[src/rtl/sfc_pkg.sv]
// Shared types and constants for the sphere frustum culler.
`timescale 1ns / 1ps

package sfc_pkg;

    // Plane register layout: nx, ny, nz Q1.14 and d Q12.4, nx lowest
    localparam int NORM_W     = 16;
    localparam int NORM_FRAC  = 14;
    localparam int DIST_W     = 16;
    localparam int PLANE_W    = 64;
    localparam int NX_LSB     = 0;
    localparam int NY_LSB     = 16;
    localparam int NZ_LSB     = 32;
    localparam int D_LSB      = 48;

    localparam int NUM_PLANES = 6;
    localparam int CFG_IDX_W  = 3;

    // Control that travels with each beat down the cell chain
    typedef struct packed {
        logic valid;
        logic culled;
    } t_beat_ctl;

endpackage

[src/rtl/sfc_cell.sv]
// One plane cell: holds a plane and tests each passing splat against it.
`timescale 1ns / 1ps

module sfc_cell #(
    parameter int COORD_WIDTH = 16,
    parameter int INDEX_WIDTH = 32
) (
    input  logic                          i_clk,
    input  logic                          i_rst_n,
    input  logic                          i_en,
    input  logic                          i_cfg_we,
    input  logic [sfc_pkg::PLANE_W-1:0]   i_cfg_data,
    input  sfc_pkg::t_beat_ctl            i_ctl,
    input  logic signed [COORD_WIDTH-1:0] i_cx,
    input  logic signed [COORD_WIDTH-1:0] i_cy,
    input  logic signed [COORD_WIDTH-1:0] i_cz,
    input  logic [COORD_WIDTH-2:0]        i_rad,
    input  logic [INDEX_WIDTH-1:0]        i_idx,
    output sfc_pkg::t_beat_ctl            o_ctl,
    output logic signed [COORD_WIDTH-1:0] o_cx,
    output logic signed [COORD_WIDTH-1:0] o_cy,
    output logic signed [COORD_WIDTH-1:0] o_cz,
    output logic [COORD_WIDTH-2:0]        o_rad,
    output logic [INDEX_WIDTH-1:0]        o_idx
);

    localparam int PW = sfc_pkg::NORM_W + COORD_WIDTH;
    localparam int SW = PW + 3;

    logic [sfc_pkg::PLANE_W-1:0] r_plane;

    // product stage
    sfc_pkg::t_beat_ctl            r_a_ctl;
    logic signed [PW-1:0]          r_px, r_py, r_pz;
    logic signed [COORD_WIDTH-1:0] r_a_cx, r_a_cy, r_a_cz;
    logic [COORD_WIDTH-2:0]        r_a_rad;
    logic [INDEX_WIDTH-1:0]        r_a_idx;

    // compare stage
    sfc_pkg::t_beat_ctl            r_b_ctl;
    logic signed [COORD_WIDTH-1:0] r_b_cx, r_b_cy, r_b_cz;
    logic [COORD_WIDTH-2:0]        r_b_rad;
    logic [INDEX_WIDTH-1:0]        r_b_idx;

    logic signed [sfc_pkg::NORM_W-1:0] nx, ny, nz;
    logic signed [sfc_pkg::DIST_W-1:0] plane_d;
    logic signed [PW-1:0]              n_px, n_py, n_pz;
    logic signed [SW-1:0]              d_term, r_term, sum;
    logic                              cull;

    always_comb begin
        nx      = r_plane[sfc_pkg::NX_LSB +: sfc_pkg::NORM_W];
        ny      = r_plane[sfc_pkg::NY_LSB +: sfc_pkg::NORM_W];
        nz      = r_plane[sfc_pkg::NZ_LSB +: sfc_pkg::NORM_W];
        plane_d = r_plane[sfc_pkg::D_LSB  +: sfc_pkg::DIST_W];
        n_px = PW'(nx) * PW'(i_cx);
        n_py = PW'(ny) * PW'(i_cy);
        n_pz = PW'(nz) * PW'(i_cz);
        // align d and radius to the 18 fraction bits of the dot product
        d_term = SW'(plane_d) <<< sfc_pkg::NORM_FRAC;
        r_term = SW'($signed({1'b0, r_a_rad})) <<< sfc_pkg::NORM_FRAC;
        // n.c + d < -r  is  n.c + d + r < 0
        sum  = SW'(r_px) + SW'(r_py) + SW'(r_pz) + d_term + r_term;
        cull = sum[SW-1];
    end

    always_ff @(posedge i_clk) begin
        if (!i_rst_n) begin
            r_plane <= '0;
            r_a_ctl <= '0;
            r_b_ctl <= '0;
        end else begin
            if (i_cfg_we) begin
                r_plane <= i_cfg_data;
            end
            if (i_en) begin
                r_a_ctl        <= i_ctl;
                r_b_ctl.valid  <= r_a_ctl.valid;
                r_b_ctl.culled <= r_a_ctl.culled || cull;
            end
        end
    end

    always_ff @(posedge i_clk) begin
        if (i_en) begin
            r_px    <= n_px;
            r_py    <= n_py;
            r_pz    <= n_pz;
            r_a_cx  <= i_cx;
            r_a_cy  <= i_cy;
            r_a_cz  <= i_cz;
            r_a_rad <= i_rad;
            r_a_idx <= i_idx;
            r_b_cx  <= r_a_cx;
            r_b_cy  <= r_a_cy;
            r_b_cz  <= r_a_cz;
            r_b_rad <= r_a_rad;
            r_b_idx <= r_a_idx;
        end
    end

    assign o_ctl = r_b_ctl;
    assign o_cx  = r_b_cx;
    assign o_cy  = r_b_cy;
    assign o_cz  = r_b_cz;
    assign o_rad = r_b_rad;
    assign o_idx = r_b_idx;

endmodule

[config.mk]
export PLATFORM = sky130hd
export DESIGN_NAME = sfc_cell
export DESIGN_NICKNAME = d
export VERILOG_FILES = /design/src/rtl/sfc_pkg.sv /design/src/rtl/sfc_cell.sv
export SDC_FILE = /design/constraint.sdc
export NUM_CORES = 2
export LEC_CHECK = 0
export BUFFER_PORTS_ARGS = -buffer_cell sky130_fd_sc_hd__buf_2
export CAP_MARGIN = 5
export CORE_MARGIN = 2
export CORE_UTILIZATION = 28
export CTS_BUF_LIST = sky130_fd_sc_hd__clkbuf_4 sky130_fd_sc_hd__clkbuf_8
export DETAILED_ROUTE_END_ITERATION = 16
export GPL_TIMING_DRIVEN = 0
export PLACE_DENSITY = 0.4
export SYNTH_ARGS = -nofsm -noshare
export SYNTH_HDL_FRONTEND = slang
export SYNTH_SLANG_ARGS = --single-unit
[constraint.sdc]
create_clock -name i_clk -period 9.2 [get_ports i_clk]
set_input_delay 2.76 -clock i_clk [delete_from_list [all_inputs] [get_ports i_clk]]
set_output_delay 2.76 -clock i_clk [all_outputs]
set_load 0.01 [all_outputs]
==> results.md <==
* WL/cell at between 15 and 20 µm
* Worst path cell trace: buf_2, clkbuf_1, nand2_1, inv_1, fa_1, fa_1, fa_1, fa_1, fa_1, inv_1, fa_1, inv_1, ha_1, nand2_1, nor3_1, and3_1, a2111oi_1, o31ai_1, a21oi_1, xnor2_1
* Total power at around 14000 µW
* Slew headroom at 31.7%
* Setup violators final at 0
* Post-synth EDFFs at approximately 290
* Global route overflow at 0
* GP Congestion at 0.834
* Global-route usage over all layers at between 10% and 20%
* Max stage delay on crit path at 910 ps
* CTS tree: yes
* Largest net degree at the start of global routing at 96
* Fin util at between 30% and 40%
* Vias in the first global route at 30121
* CTS H-tree lvls at 3
* Final number of hold-violating endpoints at 0
* Switching share of power at a little under half
* Max VDD drop at 0.198 mV
* Routed wire length at 121 mm
* Internal power at 7370 µW
* Leak Pwr at ~0.023 µW
* Max Transition Viols Final at 0
* Synth async-reset ratio at 0%
* Comb pwr share at 67.3%
* Worst hold path depth at 0
* IO buf count at 259
* CTS buffer count at 75
* Startpoint Class: input pin
* Synth cell types at 56
* Worst Setup Slack, final at 290 ps
* Worst Skew at 25.9 ps
* Share of power burned in registers at 18.8%
* Post-Syn Nets at 5244
* Area grow syn2layout at 13.0%
* Post-route antenna net violation count at 0
* Initial antenna violation count at 15
* Power per standard cell area at 282 nW/µm²
* DIE WIDTH at 395 µm
* First-pass GRT wire length at 190 mm
* Period utilization at 96.8%
* RSZ-0062 raised after global routing: no
* Max FO, Critical Path at 10
* Post-CTS setup buffers at 0
* Slowest-stage cell, CP: fa_1
* Ys Warns at 0
* Drc violations at 0
* Status: completed
* Detailed Place HPWL at ~100 mm
* Ratio of cells with drive above 1 in the final layout at 9.35%
* MaxCap Viol Count at 0
* Vias per std cell at 4.28
* Sw power at 6290 µW
* Minimum clock period at around 8900 ps
* Die height at 395 µm
* Clk Tree Root Cell: clkbuf_8
* Post-Syn Area at 42900 µm²
* Min Hold Slack at 411 ps
* CP Capture Type: register
* Post-Syn Instances at 3923
* TritonCTS Sinks at 354
* Post-synth top flop: edfxtp_1
* CP Class: in2reg
* Drt pass-1 iters at 5
* Drt first-iter violations at 1137
* Placement Rows at about 140
* Fmax at 0.112 GHz
* Filler instances at 15741
* I/O Pins at 262
* DP Worst Slack at -930 ps
* Inst Count DP at 6216
* Critical Path Stages at 20
* Most used cell, CP: fa_1
* Clk pwr share at ~14%
* CTS Buffer Depth at 3
* Fin nets at 5572
* Syn_area_per_cell at roughly 11 µm²
* Cts hold-fix bufs at 0
* Worst hold path type: reg2reg
* Reg2reg path depth at 18
* Slew @ Worst Pin at between 1000 and 1500 ps
* DIE AREA at between 150000 and 200000 µm²
* Worst path bufs/invs at 5
* Reg clk slew, reported paths at 60 ps
* Starting Density at about 28%
* Top delay family on crit path: adder cells
* Req. time, crit path at 9660 ps
* Final Non-Filler Cells at around 6400
* Core Box Area at around 150000 µm²
* #FFs+latches synth at 354
* DR vias at about 27000
* Sequential share of the synthesized area at between 20 and 25%
* CP Data Arrival Time at 9370 ps
* Clk_lat worst skew at about 730 ps
==> power by group through the flow <==
stage	Sequential, µW	Clock [µW]	Combinational [µW]
finish	2570	1900	9200
floorplan	2490	0	6730
global placement	2630	0	9410
global route	2610	2070	10700
CTS	2590	2010	9460
detailed placement	2620	0	9330
==> per-layer routing <==
metal / global-route usage [%] / vias to the layer above / part of all wire [%]
met5: 0 / - / 0.038
met4: 3.50 / 6 / 1.7
met3: 3.67 / 118 / 6.7
met2: 24.7 / 563 / 44
met1: 23.3 / 13836 / 47
li1: - / 12633 / -
==> final cells by class <==
class,instances,area [µm²],area share (%)
antenna,8,20.0,0.0413
buffer,104,392,0.808
clock buffer,108,1320,2.72
clock inverter,30,334,0.690
inverter,879,3300,6.81
multi-input combinational,2574,29200,60.3
sequential,354,9950,20.5
tap,2030,2540,5.24
timing repair buffer,263,1400,2.90
==> kinds of logic after synthesis <==
kind of cell	after synthesis	synth area share (%)
buffers and inverters	995	8.71
AND/OR/NAND/NOR	1013	12.1
XOR/XNOR	108	2.21
adder cells (fa/ha/maj)	1156	48.7
multiplexers	68	1.59
flip-flops	354	23.2
AO/OA/AOI/OAI	229	3.56
==> final timing paths <==
| path | start | endpoint | slack, ps |
|---|---|---|---|
| setup / recovery | i_cz[1] | r_pz[31] | 290 |
| hold / removal | r_a_cz[2] | o_cz[2] | 410 |
| setup reg to reg | r_plane[10] | r_px[28] | 1680 |
| hold reg to reg | r_a_cz[2] | o_cz[2] | 410 |
==> registers in the layout (all words and copies together) (netlist names) <==
register	cells
o_cy	16
r_a_cz	16
r_a_rad	15
r_px	32
o_rad	15
r_a_idx	32
o_cx	16
o_idx	32
r_a_ctl	2
o_cz	16
r_pz	32
o_ctl	2
r_a_cy	16
r_plane	64
r_a_cx	16
r_py	32
==> what timing repair did <==
| action | CTS | global route |
|---|---|---|
| setup endpoints to repair | 4 | 10 |
| hold endpoints to repair | 0 | 0 |
| resized for setup | 3 | 0 |
==> metrics by stage <==
stage / instance area, µm² / setup TNS [ps]
global route: 48400 / 0
global placement: 46700 / -14010
detailed placement: 46800 / -13600
floorplan: 42900 / 0
CTS: 48500 / 0
finish: 48400 / 0
==> worst register-to-register path: stages (launching register included) <==
cell and delay, ps:
dfxtp_1 690, clkbuf_1 580, nand2_1 170, fa_1 540, fa_1 600, fa_1 460
fa_1 540, inv_1 50, fa_1 480, fa_1 420, ha_1 360, and3_1 240
and3_1 200, a311oi_2 430, o31ai_1 240, o31ai_2 500, o311ai_0 250, a21oi_1 210
xnor2_1 280
==> placed cells by master, fill, tap and decap left out, types with 81 or more instances in the layout <==
master    synthesis  layout
xnor2_1          92      92
nor2_1           90      90
inv_1           879     879
clkbuf_8          0      81
nand2_1         367     367
fa_1            851     851
clkbuf_1        115     102
buf_2             0     258
and2_1          385     385
ha_1            305     305
edfxtp_1        286     286
==> Yosys cell counts, types with 2 or more instances <==
library cell | number | area [µm²]
nand2_1 | 367 | 1380
o311ai_0 | 2 | 17.5
a221o_1 | 3 | 30.0
a221oi_1 | 2 | 17.5
nor3_1 | 16 | 80.1
and2_1 | 385 | 2410
a21oi_1 | 66 | 330
a31o_2 | 2 | 17.5
a2111oi_0 | 3 | 26.3
o2111ai_1 | 3 | 26.3
a21o_1 | 27 | 203
dfxtp_1 | 68 | 1360
edfxtp_1 | 286 | 8590
fa_1 | 851 | 17000
nor2b_1 | 76 | 475
o21a_1 | 8 | 60.1
a31oi_1 | 8 | 50.1
nor2_1 | 90 | 338
nand4_1 | 11 | 68.8
xor2_1 | 16 | 140
ha_1 | 305 | 3820
o21bai_1 | 13 | 97.6
a211oi_1 | 9 | 67.6
nand2b_1 | 20 | 125
or3_1 | 10 | 62.6
o21ai_0 | 45 | 225
a311oi_1 | 4 | 35.0
o311a_1 | 2 | 20.0
nand3_1 | 16 | 80.1
xnor2_1 | 92 | 806
a211o_1 | 3 | 26.3
inv_1 | 879 | 3300
o211ai_1 | 6 | 45.0
clkbuf_1 | 115 | 432
mux2i_1 | 68 | 681
a311o_1 | 2 | 20.0
o31ai_1 | 10 | 75.1
nor4_1 | 6 | 37.5
and3_1 | 11 | 68.8
Power figures use the tool's default switching activity.
