==> src/rtl/sfc_pkg.sv <==
// Shared types and constants for the sphere frustum culler.
`timescale 1ns / 1ps

package sfc_pkg;

    // Plane register layout: nx, ny, nz Q1.14 and d Q12.4, nx lowest
    localparam int NORM_W     = 16;
    localparam int NORM_FRAC  = 14;
    localparam int DIST_W     = 16;
    localparam int PLANE_W    = 64;
    localparam int NX_LSB     = 0;
    localparam int NY_LSB     = 16;
    localparam int NZ_LSB     = 32;
    localparam int D_LSB      = 48;

    localparam int NUM_PLANES = 6;
    localparam int CFG_IDX_W  = 3;

    // Control that travels with each beat down the cell chain
    typedef struct packed {
        logic valid;
        logic culled;
    } t_beat_ctl;

endpackage

==> src/rtl/sfc_front.sv <==
// Intake stage: bounding radius and running splat index.
`timescale 1ns / 1ps

module sfc_front #(
    parameter int COORD_WIDTH = 16,
    parameter int INDEX_WIDTH = 32
) (
    input  logic                          i_clk,
    input  logic                          i_rst_n,
    input  logic                          i_en,
    input  logic                          i_valid,
    input  logic signed [COORD_WIDTH-1:0] i_cx,
    input  logic signed [COORD_WIDTH-1:0] i_cy,
    input  logic signed [COORD_WIDTH-1:0] i_cz,
    input  logic signed [COORD_WIDTH-1:0] i_sx,
    input  logic signed [COORD_WIDTH-1:0] i_sy,
    input  logic signed [COORD_WIDTH-1:0] i_sz,
    input  logic                          i_sop,
    output sfc_pkg::t_beat_ctl            o_ctl,
    output logic signed [COORD_WIDTH-1:0] o_cx,
    output logic signed [COORD_WIDTH-1:0] o_cy,
    output logic signed [COORD_WIDTH-1:0] o_cz,
    output logic [COORD_WIDTH-2:0]        o_rad,
    output logic [INDEX_WIDTH-1:0]        o_idx
);

    sfc_pkg::t_beat_ctl            r_ctl;
    logic signed [COORD_WIDTH-1:0] r_cx, r_cy, r_cz;
    logic [COORD_WIDTH-2:0]        r_rad;
    logic [INDEX_WIDTH-1:0]        r_idx;
    logic [INDEX_WIDTH-1:0]        r_next_index;

    logic [COORD_WIDTH-2:0] ax, ay, az, amax, n_rad;
    logic [INDEX_WIDTH-1:0] n_idx;
    logic                   accept;

    // Saturating magnitude: the most negative code maps to the largest positive
    function automatic logic [COORD_WIDTH-2:0] sat_mag(input logic [COORD_WIDTH-1:0] v);
        logic [COORD_WIDTH-1:0] neg;
        neg = v[COORD_WIDTH-1] ? (~v + COORD_WIDTH'(1)) : v;
        return neg[COORD_WIDTH-1] ? {(COORD_WIDTH-1){1'b1}} : neg[COORD_WIDTH-2:0];
    endfunction

    always_comb begin
        ax   = sat_mag(i_sx);
        ay   = sat_mag(i_sy);
        az   = sat_mag(i_sz);
        amax = ax;
        if (ay > amax) begin
            amax = ay;
        end
        if (az > amax) begin
            amax = az;
        end
        // never less than one LSB
        n_rad  = (amax == '0) ? (COORD_WIDTH-1)'(1) : amax;
        n_idx  = i_sop ? '0 : r_next_index;
        accept = i_en && i_valid;
    end

    always_ff @(posedge i_clk) begin
        if (!i_rst_n) begin
            r_ctl        <= '0;
            r_next_index <= '0;
        end else begin
            if (i_en) begin
                r_ctl.valid  <= i_valid;
                r_ctl.culled <= 1'b0;
            end
            if (accept) begin
                r_next_index <= n_idx + INDEX_WIDTH'(1);
            end
        end
    end

    always_ff @(posedge i_clk) begin
        if (accept) begin
            r_cx  <= i_cx;
            r_cy  <= i_cy;
            r_cz  <= i_cz;
            r_rad <= n_rad;
            r_idx <= n_idx;
        end
    end

    assign o_ctl = r_ctl;
    assign o_cx  = r_cx;
    assign o_cy  = r_cy;
    assign o_cz  = r_cz;
    assign o_rad = r_rad;
    assign o_idx = r_idx;

endmodule

==> config.mk <==
export PLATFORM = sky130hd
export DESIGN_NAME = sfc_front
export DESIGN_NICKNAME = d
export VERILOG_FILES = /design/src/rtl/sfc_pkg.sv /design/src/rtl/sfc_front.sv
export SDC_FILE = /design/constraint.sdc
export NUM_CORES = 1
export LEC_CHECK = 0
export BUFFER_PORTS_ARGS = -buffer_cell sky130_fd_sc_hd__buf_2
export CELL_PAD_IN_SITES_DETAIL_PLACEMENT = 0
export CELL_PAD_IN_SITES_GLOBAL_PLACEMENT = 1
export CORE_MARGIN = 3
export CORE_UTILIZATION = 40
export CTS_BUF_LIST = sky130_fd_sc_hd__clkbuf_8 sky130_fd_sc_hd__clkbuf_16
export DETAILED_ROUTE_END_ITERATION = 10
export GPL_ROUTABILITY_DRIVEN = 0
export PLACE_DENSITY = 0.82
export SLEW_MARGIN = 20
export SYNTH_ARGS = -nofsm -noshare
export SYNTH_HDL_FRONTEND = slang
export SYNTH_SLANG_ARGS = --single-unit
==> constraint.sdc <==
create_clock -name i_clk -period 10.2 [get_ports i_clk]
set_input_delay 1.53 -clock i_clk [delete_from_list [all_inputs] [get_ports i_clk]]
set_output_delay 1.53 -clock i_clk [all_outputs]
set_load 0.1 [all_outputs]
==> results of run 1 <==
[worst register-to-register path: cells and delay by family, from the launching register on]
family           cells  cell delay (ns)
AND/OR/NAND/NOR      7             2.15
flip-flops           1             0.37
XOR/XNOR             1             0.18
[Yosys cell counts (14+ instances only)]
cell type	number	area share
a21oi_1	24	0.017
dfxtp_1	33	0.093
o21ai_0	31	0.022
clkbuf_1	21	0.011
nand2_1	87	0.046
nand3_1	20	0.014
ha_1	33	0.058
inv_1	33	0.017
nor2_1	58	0.031
xnor2_1	21	0.026
edfxtp_1	95	0.40
mux2i_1	24	0.034
xor2_1	34	0.042
nor3_1	14	0.0099
nor2b_1	31	0.027
[how the worst max path moves through the flow]
stage             from                 endpoint  slack, ns
6_report       i_sx[4]   o_rad[3]$_SDFFCE_PN0P_       2.60
5_1_grt        i_sx[4]  o_rad[12]$_SDFFCE_PN0P_       2.07
4_1_cts        i_sx[4]   o_rad[3]$_SDFFCE_PN0P_       2.31
3_5_place_dp   i_sx[4]   o_rad[6]$_SDFFCE_PN0P_       1.91
3_3_place_gp   i_sx[4]   o_rad[5]$_SDFFCE_PN0P_       1.85
2_1_floorplan  i_sx[2]   o_rad[7]$_SDFFCE_PN0P_       2.53
[final cells by class]
class	instances	area (µm²)
inverters	35	134
fillers	1622	8530
clock inverters	15	148
well taps	225	282
repair buffers	197	988
multi-input cells	511	3330
clock buffers	17	425
flip-flops and latches	128	3510
[per-layer routing]
metal	vias up	GRT usage	wire length, µm
met5	-	0	0
met4	0	0.0561	321
met3	26	0.0467	1260
met2	207	0.297	8280
met1	2688	0.222	7640
li1	2912	-	-
[cell families (layout without fill, tap and decap cells)]
| group | count (synthesis) | count (layout) |
|---|---|---|
| AND/OR/NAND/NOR | 285 | 285 |
| adder cells (fa/ha/maj) | 33 | 33 |
| flip-flops | 128 | 128 |
| XOR/XNOR | 55 | 55 |
| AO/OA/AOI/OAI | 113 | 113 |
| other | 1 | 1 |
| buffers and inverters | 62 | 264 |
| multiplexers | 24 | 24 |
[power by group through the flow]
stage          Sequential (µW)  Clock (µW)  Combinational, µW
2_1_floorplan              820           0                161
3_3_place_gp               615           0                451
3_5_place_dp               616           0                454
4_1_cts                    605         590                456
5_1_grt                    606         617                487
6_report                   604         576                454
[sequential cells by signal (all words and copies together) (netlist names)]
signal / cells
r_next_index: 32
o_cx: 16
o_cy: 16
o_rad: 15
o_idx: 32
o_ctl: 1
o_cz: 16
[through the flow]
step           cell area, µm²  utilization  setup WS (ns)
4_1_cts                  8820        0.508           2.31
3_5_place_dp             8250        0.475           1.91
5_1_grt                  8820        0.508           2.07
6_report                 8820        0.508           2.60
3_3_place_gp             8240        0.475           1.85
2_1_floorplan            7100            -           2.53
==> summary.md, run 1 <==
| Metric | Value |
|---|---|
| Count of endpoints failing setup in the final report | 0 |
| First DRT Iteration DRCs | slightly below 200 |
| Simple-gate share of the synthesized area | 0.202 |
| Total track usage | 0.177 |
| Flop pwr share | 0.370 |
| Max-slew violation count | 0 |
| Number of hold buffers added after cts | 0 |
| Share of post-route cells with drive strength above 1 | 0.269 |
| Via Count | approximately 6000 |
| Highest-count cells in the layout ignoring fill and taps | buf_2, edfxtp_1, nand2_1 |
| Number of buffers added for setup after CTS | 0 |
| Total power per unit cell area | ~190 nW/µm² |
| Clock insertion delay at the later pin of the skew report | about 0.40 ns |
| Nets | just over 1000 |
| Status | completed |
| Switching power total | slightly below 600 µW |
| Clock-pin slew on the worst setup and hold paths | 0.06 ns |
| Crit Path Max Fanout | 25 |
| CP peak stage delay | 0.59 ns |
| Yosys warnings | 0 |
| Maximum number of pins on one net before global-route repair | 68 |
| Power share of the clock group | 0.352 |
| # rows | between 40 and 50 |
| Area of the mapped netlist | 7100 µm² |
| Post-synthesis sequential area ratio | 0.495 |
| Design Power | approximately 1600 µW |
| Final Hold Fails | 0 |
| Avg Inst Size Synth | 10.1 µm² |
| Internal Dissipation | 1040 µW |
| Starting utilization of the core area | 0.409 |
| Top Family by Delay on Critical Path | compound AO/OA/AOI/OAI gates |
| Post-synthesis compound-gate area fraction | 0.105 |
| Average via count per standard cell | approximately 5.2 |
| Number of antenna cells inserted | 0 |
| Post-detail-place hpwl | about 14 mm |
| Number of clock sinks seen by CTS | 128 |
| Multiplexer area fraction after synthesis | 0.0338 |
| Length in cells of the worst reg-to-reg path | 8 |
| DIE AREA | slightly below 20000 µm² |
| Tightest slew margin relative to the limit | 0.314 |
| Crit path required time | ~10 ns |
| Data arrival time of the critical path | around 7.7 ns |
| Total wire length | approximately 17 mm |
| Post-synth cell types | 64 |
| Clock Tree Buf Depth | 2 |
| Number of top-level pins | around 200 |
| Reg-to-reg endpoint | r_next_index[31]$_SDFFE_PN0P_ |
| Initial antenna violation count | 0 |
| Crit path depth | 21 |
| Post-Synth Adder-Cell Area | 0.0581 |
| Power share of the combinational group | 0.278 |
| Worst Hold Slack | ~0.46 ns |
| Number of remaining DRC errors | 0 |
| CP cell instances | buf_2 -> or4_4 -> or3_4 -> nor4_2 -> a211oi_1 -> a31oi_1 -> inv_1 -> ha_1 -> and4_1 -> a221oi_1 -> a21oi_4 -> o31ai_1 -> ha_1 -> and2_1 -> a221o_1 -> a221oi_1 -> o21ai_0 -> o2111ai_1 -> o31ai_1 -> or2_1 -> mux2i_1 |
| Reg2reg setup slack | 7.37 ns |
| Vias in the first global route | ~5600 |
| Hold WC Path Type | register to register |
| Ys flop type | edfxtp_1 |
| Number of buffers created by CTS | 17 |
| Critical-path top delay cell | nor4_2 |
| Classification of the worst setup path | input pin to register |
| Destination of the worst hold path | r_next_index[1]$_SDFFE_PN0P_ |
| DR WL/cell | around 16 µm |
| Cells resized by post-CTS repair | 0 |
| Layout area overhead | 24.2% |
| Clock tree root driver cell | clkbuf_16 |
| Endpoint type of the worst setup path | register |
| Proportion of synthesized flip-flops having asynchronous set or reset | 0 |
| Post-Route Setup TNS | 0 ns |
| Synthesized-area fraction occupied by xor and xnor cells | 0.0678 |
| Dominant combinational cell family by area after synthesis | simple AND/OR/NAND/NOR gates |
| Number of levels in the clock H-tree | 4 |
| DP Cell Count | around 1100 |
| Number of input and output port buffers inserted | about 200 |
| CTS tree | built |
| Number of buffer and inverter stages on the critical path | 2 |
| Wire length of the first global-routing pass | 28.1 mm |
| Core area | between 15000 and 20000 µm² |
| Top achievable clock speed | about 0.13 GHz |
| Post-layout instance count excluding filler cells | around 1100 |
| Sum of overflow across all layers after global routing | 0 |
| Post-Syn Instances | around 700 |
| Period utilisation layout | 0.745 |
| Worst voltage drop across the vdd grid | between 150 and 200 µV |
| Critical register-to-register path startpoint | r_next_index[3]$_SDFFE_PN0P_ |
| Die Span Y | between 100 and 150 µm |
| Commonest non-fill, non-tap cell in the layout | buf_2 |
| Number of enable-type register cells in the synthesized netlist | 95 |
| Startpoint of the worst hold path | r_next_index[1]$_SDFFE_PN0P_ |
| Startpoint Class | input pin |
| Setup repair after global routing missed its margin | false |
| Synth Register Bits | 128 |
| Length of the first detailed-routing pass in iterations | 5 |
| Clk_skew | about 0.0067 ns |
| Transition time of the tightest slew-check pin | slightly above 1 ns |
| Switching part of the total power | 0.361 |
| Post-route minimum period | 7.60 ns |
| Leak | between 0.003 and 0.004 µW |
| Antenna-violating nets left | 0 |
| Hold Path Cell Cnt | 2 |
| Total of max-cap violations | 0 |
| Die width | roughly 140 µm |
| Mapped Nets | 835 |
No activity file was read; power rests on OpenSTA's default activity.
==> inputs of run 2 (changes only) <==
Settings changed: ABC_AREA set to 1, CORE_UTILIZATION 40 to 35, PLACE_DENSITY 0.82 to 0.78.
Clock period 10.2 ns to 6.7 ns, I/O delays scaled along.
==> run 2 against run 1 <==
Synthesized area up 2.8%. Sequential share of layout area down 1.3 points. Wire length up 4.6%. Die area up 17%. First-iteration DRC count up 61%. Clock skew up 0.0011 ns. Worst hold slack better by 0.015 ns. Sequential power up 52%. Global-route usage down 1.8 points. Final cell count up 17%. Register-to-register slack worse by 3.5 ns. Clock power up 54%. Critical path type unchanged. Critical endpoint is now o_rad[0]$_SDFFCE_PN1P_. Largest power group unchanged. Highest routed layer unchanged.
==> summary.md, run 2 <==
| Metric | Value |
|---|---|
| Post-detail-place hpwl | 14.6 mm (+7.4%) |
| Share of post-route cells with drive strength above 1 | 0.276 (+0.00709) |
| Post-Syn Instances | 840 (+20%) |
| Vias in the first global route | 5707 (+1.9%) |
| Cells resized by post-CTS repair | 0 (unchanged) |
| Max-slew violation count | 0 (unchanged) |
| Leak | 0.00413 µW (+15%) |
| Final Hold Fails | 0 (unchanged) |
| Critical-path top delay cell | nand4_2 |
| Proportion of synthesized flip-flops having asynchronous set or reset | 0 (unchanged) |
| Top achievable clock speed | 0.173 GHz |
| Mapped Nets | 974 (+17%) |
| List of most frequent post-synthesis cells | nand2_1, inv_1, edfxtp_1 |
| Total track usage | 0.159 (-0.0179) |
| Number of enable-type register cells in the synthesized netlist | 95 (unchanged) |
| CP peak stage delay | 0.39 ns (-0.20 ns) |
| First DRT Iteration DRCs | 318 (+61%) |
| Period utilisation layout | 0.865 |
| Number of clock sinks seen by CTS | 128 (unchanged) |
| Met1 wire length | 7.99 mm (+4.5%) |
| DIE AREA | 22600 µm² (+17%) |
| Average via count per standard cell | 4.65 (-10%) |
| Layout area overhead | 24.9% |
| Die Span Y | 150 µm (+8.0%) |
| Total power per unit cell area | 276 nW/µm² (+49%) |
| End point of the critical path | o_rad[0]$_SDFFCE_PN1P_ |
| Post-route minimum period | about 5.8 ns |
| Hold WC Path Type | register to register |
| Nets | 1171 (+14%) |
| CTS tree | built |
| Area of the mapped netlist | 7300 µm² (+2.8%) |
| Yosys warnings | 0 (unchanged) |
| Clock insertion delay at the later pin of the skew report | 0.40 ns (about the same) |
| Sum of overflow across all layers after global routing | 0 (unchanged) |
| Via Count | 6143 (+5.3%) |
| Starting utilization of the core area | 0.359 (-0.0508) |
| Number of input and output port buffers inserted | 196 (unchanged) |
| Crit Path Max Fanout | 24 (-4.0%) |
| Met2 wire len | 8.52 mm (+2.9%) |
| Avg Inst Size Synth | 8.69 µm² (-14%) |
| Biggest area consumer among synthesized cells | edfxtp_1 |
| Crit-path most repeated cell | nand2_1 |
| Endpoint type of the worst setup path | register |
| Classification of the worst setup path | input pin to register |
| Number of antenna cells inserted | 0 (unchanged) |
| Reg2reg setup slack | 3.83 ns (-3.54 ns) |
| Ys flop type | edfxtp_1 |
| Clock tree root driver cell | clkbuf_16 |
| Number of buffers added for setup after CTS | 0 (unchanged) |
| Number of remaining DRC errors | 0 (unchanged) |
| Total wire length | 18.3 mm (+4.6%) |
| Most area-consuming cells after synthesis | edfxtp_1, nand2_1, dfxtp_1 |
| Commonest non-fill, non-tap cell in the layout | buf_2 |
| Post-Route Setup TNS | 0 ns (unchanged) |
| Wire length of the first global-routing pass | 28.5 mm (+1.5%) |
| Post-synth cell types | 50 (-22%) |
| Highest-count cells in the layout ignoring fill and taps | buf_2, nand2_1, inv_1 |
| Status | completed |
| Design Power | 2520 µW (+54%) |
| Data arrival time of the critical path | 6.06 ns (-1.66 ns) |
| Post-synthesis sequential area ratio | 0.481 (-0.0133) |
| Met3 Wirelength | 1.35 mm (+7.2%) |
| Number of hold buffers added after cts | 0 (unchanged) |
| Antenna-violating nets left | 0 (unchanged) |
| Maximum number of pins on one net before global-route repair | 85 (+25%) |
| Count of endpoints failing setup in the final report | 0 (unchanged) |
| Setup repair after global routing missed its margin | false |
| Top layer used by detailed routing | met4 |
| Worst Setup SP | i_sx[0] |
| Transition time of the tightest slew-check pin | 1.04 ns (+0.00922 ns) |
| Area share of the largest cell type after synthesis | 0.391 (-0.0108) |
| Synth Register Bits | 128 (unchanged) |
| Clock Tree Buf Depth | 2 (unchanged) |
| DR WL/cell | 13.9 µm (-11%) |
| Clock-pin slew on the worst setup and hold paths | 0.05 ns (about the same) |
| Worst setup slack after layout | 0.905 ns (-1.70 ns) |
| Die width | 150 µm (+8.0%) |
| Startpoint Class | input pin |
| Pre-CTS setup slack | 0.553 ns (-1.36 ns) |
| Total of max-cap violations | 0 (unchanged) |
| Number of top-level pins | 198 (unchanged) |
| Initial antenna violation count | 0 (unchanged) |
| Length in cells of the worst reg-to-reg path | 19 (+11) |
| Crit path required time | 6.96 ns (-3.36 ns) |
| Clk_skew | 0.00774 ns (+0.00107 ns) |
| Worst voltage drop across the vdd grid | 185 µV (+23%) |
| Tightest slew margin relative to the limit | 0.310 (-0.00449) |
| # rows | 52 (+8.3%) |
| Reg-to-reg endpoint | r_next_index[30]$_SDFFE_PN0P_ |
| Startpoint of the worst hold path | o_ctl[1]$_SDFFE_PN0P_ |
| Length of the first detailed-routing pass in iterations | 4 (-1) |
| Critical register-to-register path startpoint | r_next_index[0]$_SDFFE_PN0P_ |
| Number of buffers created by CTS | 17 (unchanged) |
| Core area | 20400 µm² (+17%) |
| Number of levels in the clock H-tree | 4 (unchanged) |
| Most frequent cell after synthesis | nand2_1 |
[run 2: how the worst min path moves through the flow]
stage / to / cells after the start
2_1_floorplan: r_next_index[11]$_SDFFE_PN0P_ / 2
3_3_place_gp: o_ctl[1]$_SDFFE_PN0P_ / 2
3_5_place_dp: o_ctl[1]$_SDFFE_PN0P_ / 2
4_1_cts: o_ctl[1]$_SDFFE_PN0P_ / 2
5_1_grt: r_next_index[11]$_SDFFE_PN0P_ / 2
6_report: o_ctl[1]$_SDFFE_PN0P_ / 2
[run 2: metal layers]
layer | global-route usage | up-vias
met2 | 0.265 | 217
li1 | - | 3199
met5 | 0 | -
met3 | 0.0298 | 23
met4 | 0.0590 | 0
met1 | 0.204 | 2704
[run 2: logic make-up (layout without fill, tap and decap cells)]
| kind of cell | count (synthesis) | in the layout | synth area share |
|---|---|---|---|
| xor+xnor | 16 | 16 | 0.0192 |
| fa+ha+maj | 33 | 33 | 0.0566 |
| other cells | 1 | 1 | 0.000514 |
| flops | 128 | 128 | 0.481 |
| compound gates | 138 | 138 | 0.102 |
| buf+inv | 141 | 351 | 0.0757 |
| simple gates | 383 | 383 | 0.265 |
[run 2: where the power goes]
group | switching (µW) | internal, µW
Combinational | 557 | 154
Clock | 331 | 557
Sequential | 11.9 | 906
Total | 900 | 1620
[run 2: final cells by class]
type                       count  area, µm²
clock buffer                  18        439
clock inverter                14        143
fill                        2037      11200
inverter                     122        459
multi-input combinational    571       3230
sequential                   128       3510
tap                          270        338
timing repair buffer         197        988
[run 2: per-stage QoR]
step	area, µm²	hold slack, ns	instances	utilization
floorplan	7300	0.456	840	-
global placement	8530	0.451	1288	0.419
CTS	9110	0.478	1320	0.448
detailed placement	8530	0.469	1288	0.419
global route	9110	0.497	1320	0.448
finish	9110	0.478	1320	0.448
[run 2: worst max-delay path, delay by kind of cell]
| family | cells | cell delay, ns |
|---|---|---|
| AO/OA/AOI/OAI | 7 | 1.32 |
| buffers and inverters | 5 | 0.46 |
| adder cells (fa/ha/maj) | 3 | 0.83 |
| AND/OR/NAND/NOR | 16 | 2.44 |
==> inputs of run 3 (changes only) <==
Settings changed: CORE_UTILIZATION 35 to 40, PLACE_DENSITY 0.78 to 0.84.
Clock period 6.7 ns to 6.9 ns, I/O delays scaled along.
==> run 3 against run 2 <==
Cell area decreased by 0.16%. Critical endpoint unchanged. Worst hold slack better by 0.0036 ns. Setup slack improved by 0.15 ns. Wire length rose by 0.24%. Clock skew grew 0.0010 ns. Critical path depth unchanged.
==> summary.md, run 3 (synthesis results as in run 2) <==
| Metric | Value |
|---|---|
| Status | completed |
| End point of the critical path | o_rad[0]$_SDFFCE_PN1P_ |
| Data arrival time of the critical path | 6.12 ns (+0.06 ns) |
| Number of buffers added for setup after CTS | 0 (unchanged) |
| Endpoint type of the worst setup path | register |
| Top achievable clock speed | approximately 0.17 GHz |
| Post-route minimum period | between 5 and 6 ns |
| First DRT Iteration DRCs | 349 (+9.7%) |
| Number of hold buffers added after cts | 0 (unchanged) |
| Classification of the worst setup path | input pin to register |
| Share of the core filled with cells in the final layout | 0.517 (+0.0695) |
| Post-Route Setup TNS | 0 ns (unchanged) |
| Vias in the first global route | 5870 (+2.9%) |
| DR WL/cell | 14.4 µm (+3.6%) |
| Startpoint Class | input pin |
| Cells resized by post-CTS repair | 0 (unchanged) |
| Worst Setup SP | i_sx[0] |
| Total power per unit cell area | 275 nW/µm² (-0.56%) |
| Clk_skew | 0.00879 ns (+0.00105 ns) |
| Via Count | 6174 (+0.50%) |
| Number of top-level pins | 198 (unchanged) |
| Number of levels in the clock H-tree | 4 (unchanged) |
| Worst voltage drop across the vdd grid | 205 µV (+10%) |
| Crit Path Max Fanout | 24 (unchanged) |
| Tightest slew margin relative to the limit | 0.402 (+0.0922) |
| # rows | 48 (-7.7%) |
| Hold WC Path Type | register to register |
| Critical-path top delay cell | nand4_2 |
| DIE AREA | 19900 µm² (-12%) |
| Clock-pin slew on the worst setup and hold paths | 0.05 ns (about the same) |
| Total placed instance area | 8480 µm² (-0.66%) |
| Worst Hold Slack | 0.482 ns (+0.00355 ns) |
| Final Hold Fails | 0 (unchanged) |
| Setup repair after global routing missed its margin | false |
| Number of input and output port buffers inserted | 196 (unchanged) |
| Commonest non-fill, non-tap cell in the layout | buf_2 |
| Reg2reg setup slack | 4.04 ns (+0.21 ns) |
| Sum of overflow across all layers after global routing | 0 (unchanged) |
| Initial antenna violation count | 2 (+2) |
| Count of endpoints failing setup in the final report | 0 (unchanged) |
| Antenna-violating nets left | 0 (unchanged) |
| Clock tree root driver cell | clkbuf_16 |
| Wire length of the first global-routing pass | 29.2 mm (+2.7%) |
| Starting utilization of the core area | 0.415 (+0.0564) |
| Total wire length | 18.3 mm (+0.24%) |
| Total of max-cap violations | 0 (unchanged) |
| Reg-to-reg endpoint | r_next_index[30]$_SDFFE_PN0P_ |
| Max-slew violation count | 0 (unchanged) |
| Maximum number of pins on one net before global-route repair | 74 (-13%) |
| Total track usage | 0.182 (+0.0236) |
| Layout area overhead | 24.6% |
| Leak | 0.00415 µW (+0.41%) |
| Number of remaining DRC errors | 0 (unchanged) |
| Crit-path most repeated cell | nand2_1 |
| Share of post-route cells with drive strength above 1 | 0.275 (-0.000952) |
| Design Power | 2500 µW (-0.72%) |
| Post-route cell area | 9100 µm² (-0.16%) |
| Post-detail-place hpwl | 14.6 mm (about the same) |
| Clock insertion delay at the later pin of the skew report | 0.40 ns (about the same) |
| Length of the first detailed-routing pass in iterations | 5 (+1) |
| Length in cells of the worst reg-to-reg path | 19 (unchanged) |
| Crit path required time | 7.17 ns (+0.21 ns) |
| Die Span Y | 141 µm (-6.2%) |
| CTS tree | built |
| Number of buffers created by CTS | 17 (unchanged) |
| Transition time of the tightest slew-check pin | 0.897 ns (-0.138 ns) |
| Highest-count cells in the layout ignoring fill and taps | buf_2, nand2_1, inv_1 |
| CP peak stage delay | 0.39 ns (about the same) |
| Number of clock sinks seen by CTS | 128 (unchanged) |
| Nets | 1171 (unchanged) |
| Clock Tree Buf Depth | 2 (unchanged) |
| Average via count per standard cell | 4.83 (+3.9%) |
| Core area | 17600 µm² (-14%) |
| Critical register-to-register path startpoint | r_next_index[1]$_SDFFE_PN0P_ |
| Period utilisation layout | 0.847 |
| Die width | 141 µm (-6.2%) |
run 3: changes by cell type in the layout (fill, tap and decap cells not counted), sizes merged:
| cell | previous run | this run |
|---|---|---|
| bufinv | 2 | 4 |
| diode | 0 | 2 |
| inv | 122 | 120 |
| clkinv | 9 | 12 |
| clkbuf | 18 | 17 |
| clkinvlp | 3 | 1 |
run 3: layer usage:
metal	part of all wire	track usage	up-vias
met2	0.48	0.312	192
met3	0.058	0.0319	17
met1	0.45	0.233	2750
li1	-	-	3215
met5	0	0	-
met4	0.015	0.0597	0
run 3: worst max-delay path: cells and delay by family:
| family | cells | cell delay (ns) |
|---|---|---|
| AND/OR/NAND/NOR | 16 | 2.49 |
| buffers and inverters | 5 | 0.44 |
| AO/OA/AOI/OAI | 7 | 1.29 |
| adder cells (fa/ha/maj) | 3 | 0.86 |
run 3: worst min-delay path by stage:
stage | start | end | slack (ns) | cells after the start
final | r_next_index[26]$_SDFFE_PN0P_ | r_next_index[26]$_SDFFE_PN0P_ | 0.48 | 2
after floorplan | r_next_index[11]$_SDFFE_PN0P_ | r_next_index[11]$_SDFFE_PN0P_ | 0.46 | 2
after detailed placement | o_ctl[1]$_SDFFE_PN0P_ | o_ctl[1]$_SDFFE_PN0P_ | 0.46 | 2
after global placement | o_ctl[1]$_SDFFE_PN0P_ | o_ctl[1]$_SDFFE_PN0P_ | 0.46 | 2
after global routing | r_next_index[22]$_SDFFE_PN0P_ | r_next_index[22]$_SDFFE_PN0P_ | 0.50 | 2
after CTS | r_next_index[26]$_SDFFE_PN0P_ | r_next_index[26]$_SDFFE_PN0P_ | 0.48 | 2
run 3: layout make-up:
type	count	area, µm²
repair buffers	197	988
well taps	225	282
fillers	1675	8500
clock buffers	17	425
clock inverters	15	193
multi-input cells	571	3230
flip-flops and latches	128	3510
inverters	122	459
diodes	2	5.00
run 3: power by group:
group          internal, µW  switching (µW)  leakage, µW
Clock                   602             317     0.000300
Sequential              879            10.5      0.00117
Combinational           150             541      0.00268
Total                  1630             868      0.00415
run 3: stage by stage:
stage          worst slack, ns  cells
2_1_floorplan             1.80    840
3_3_place_gp             0.823   1243
3_5_place_dp             0.716   1243
4_1_cts                   1.13   1275
5_1_grt                  0.416   1277
6_report                  1.05   1277
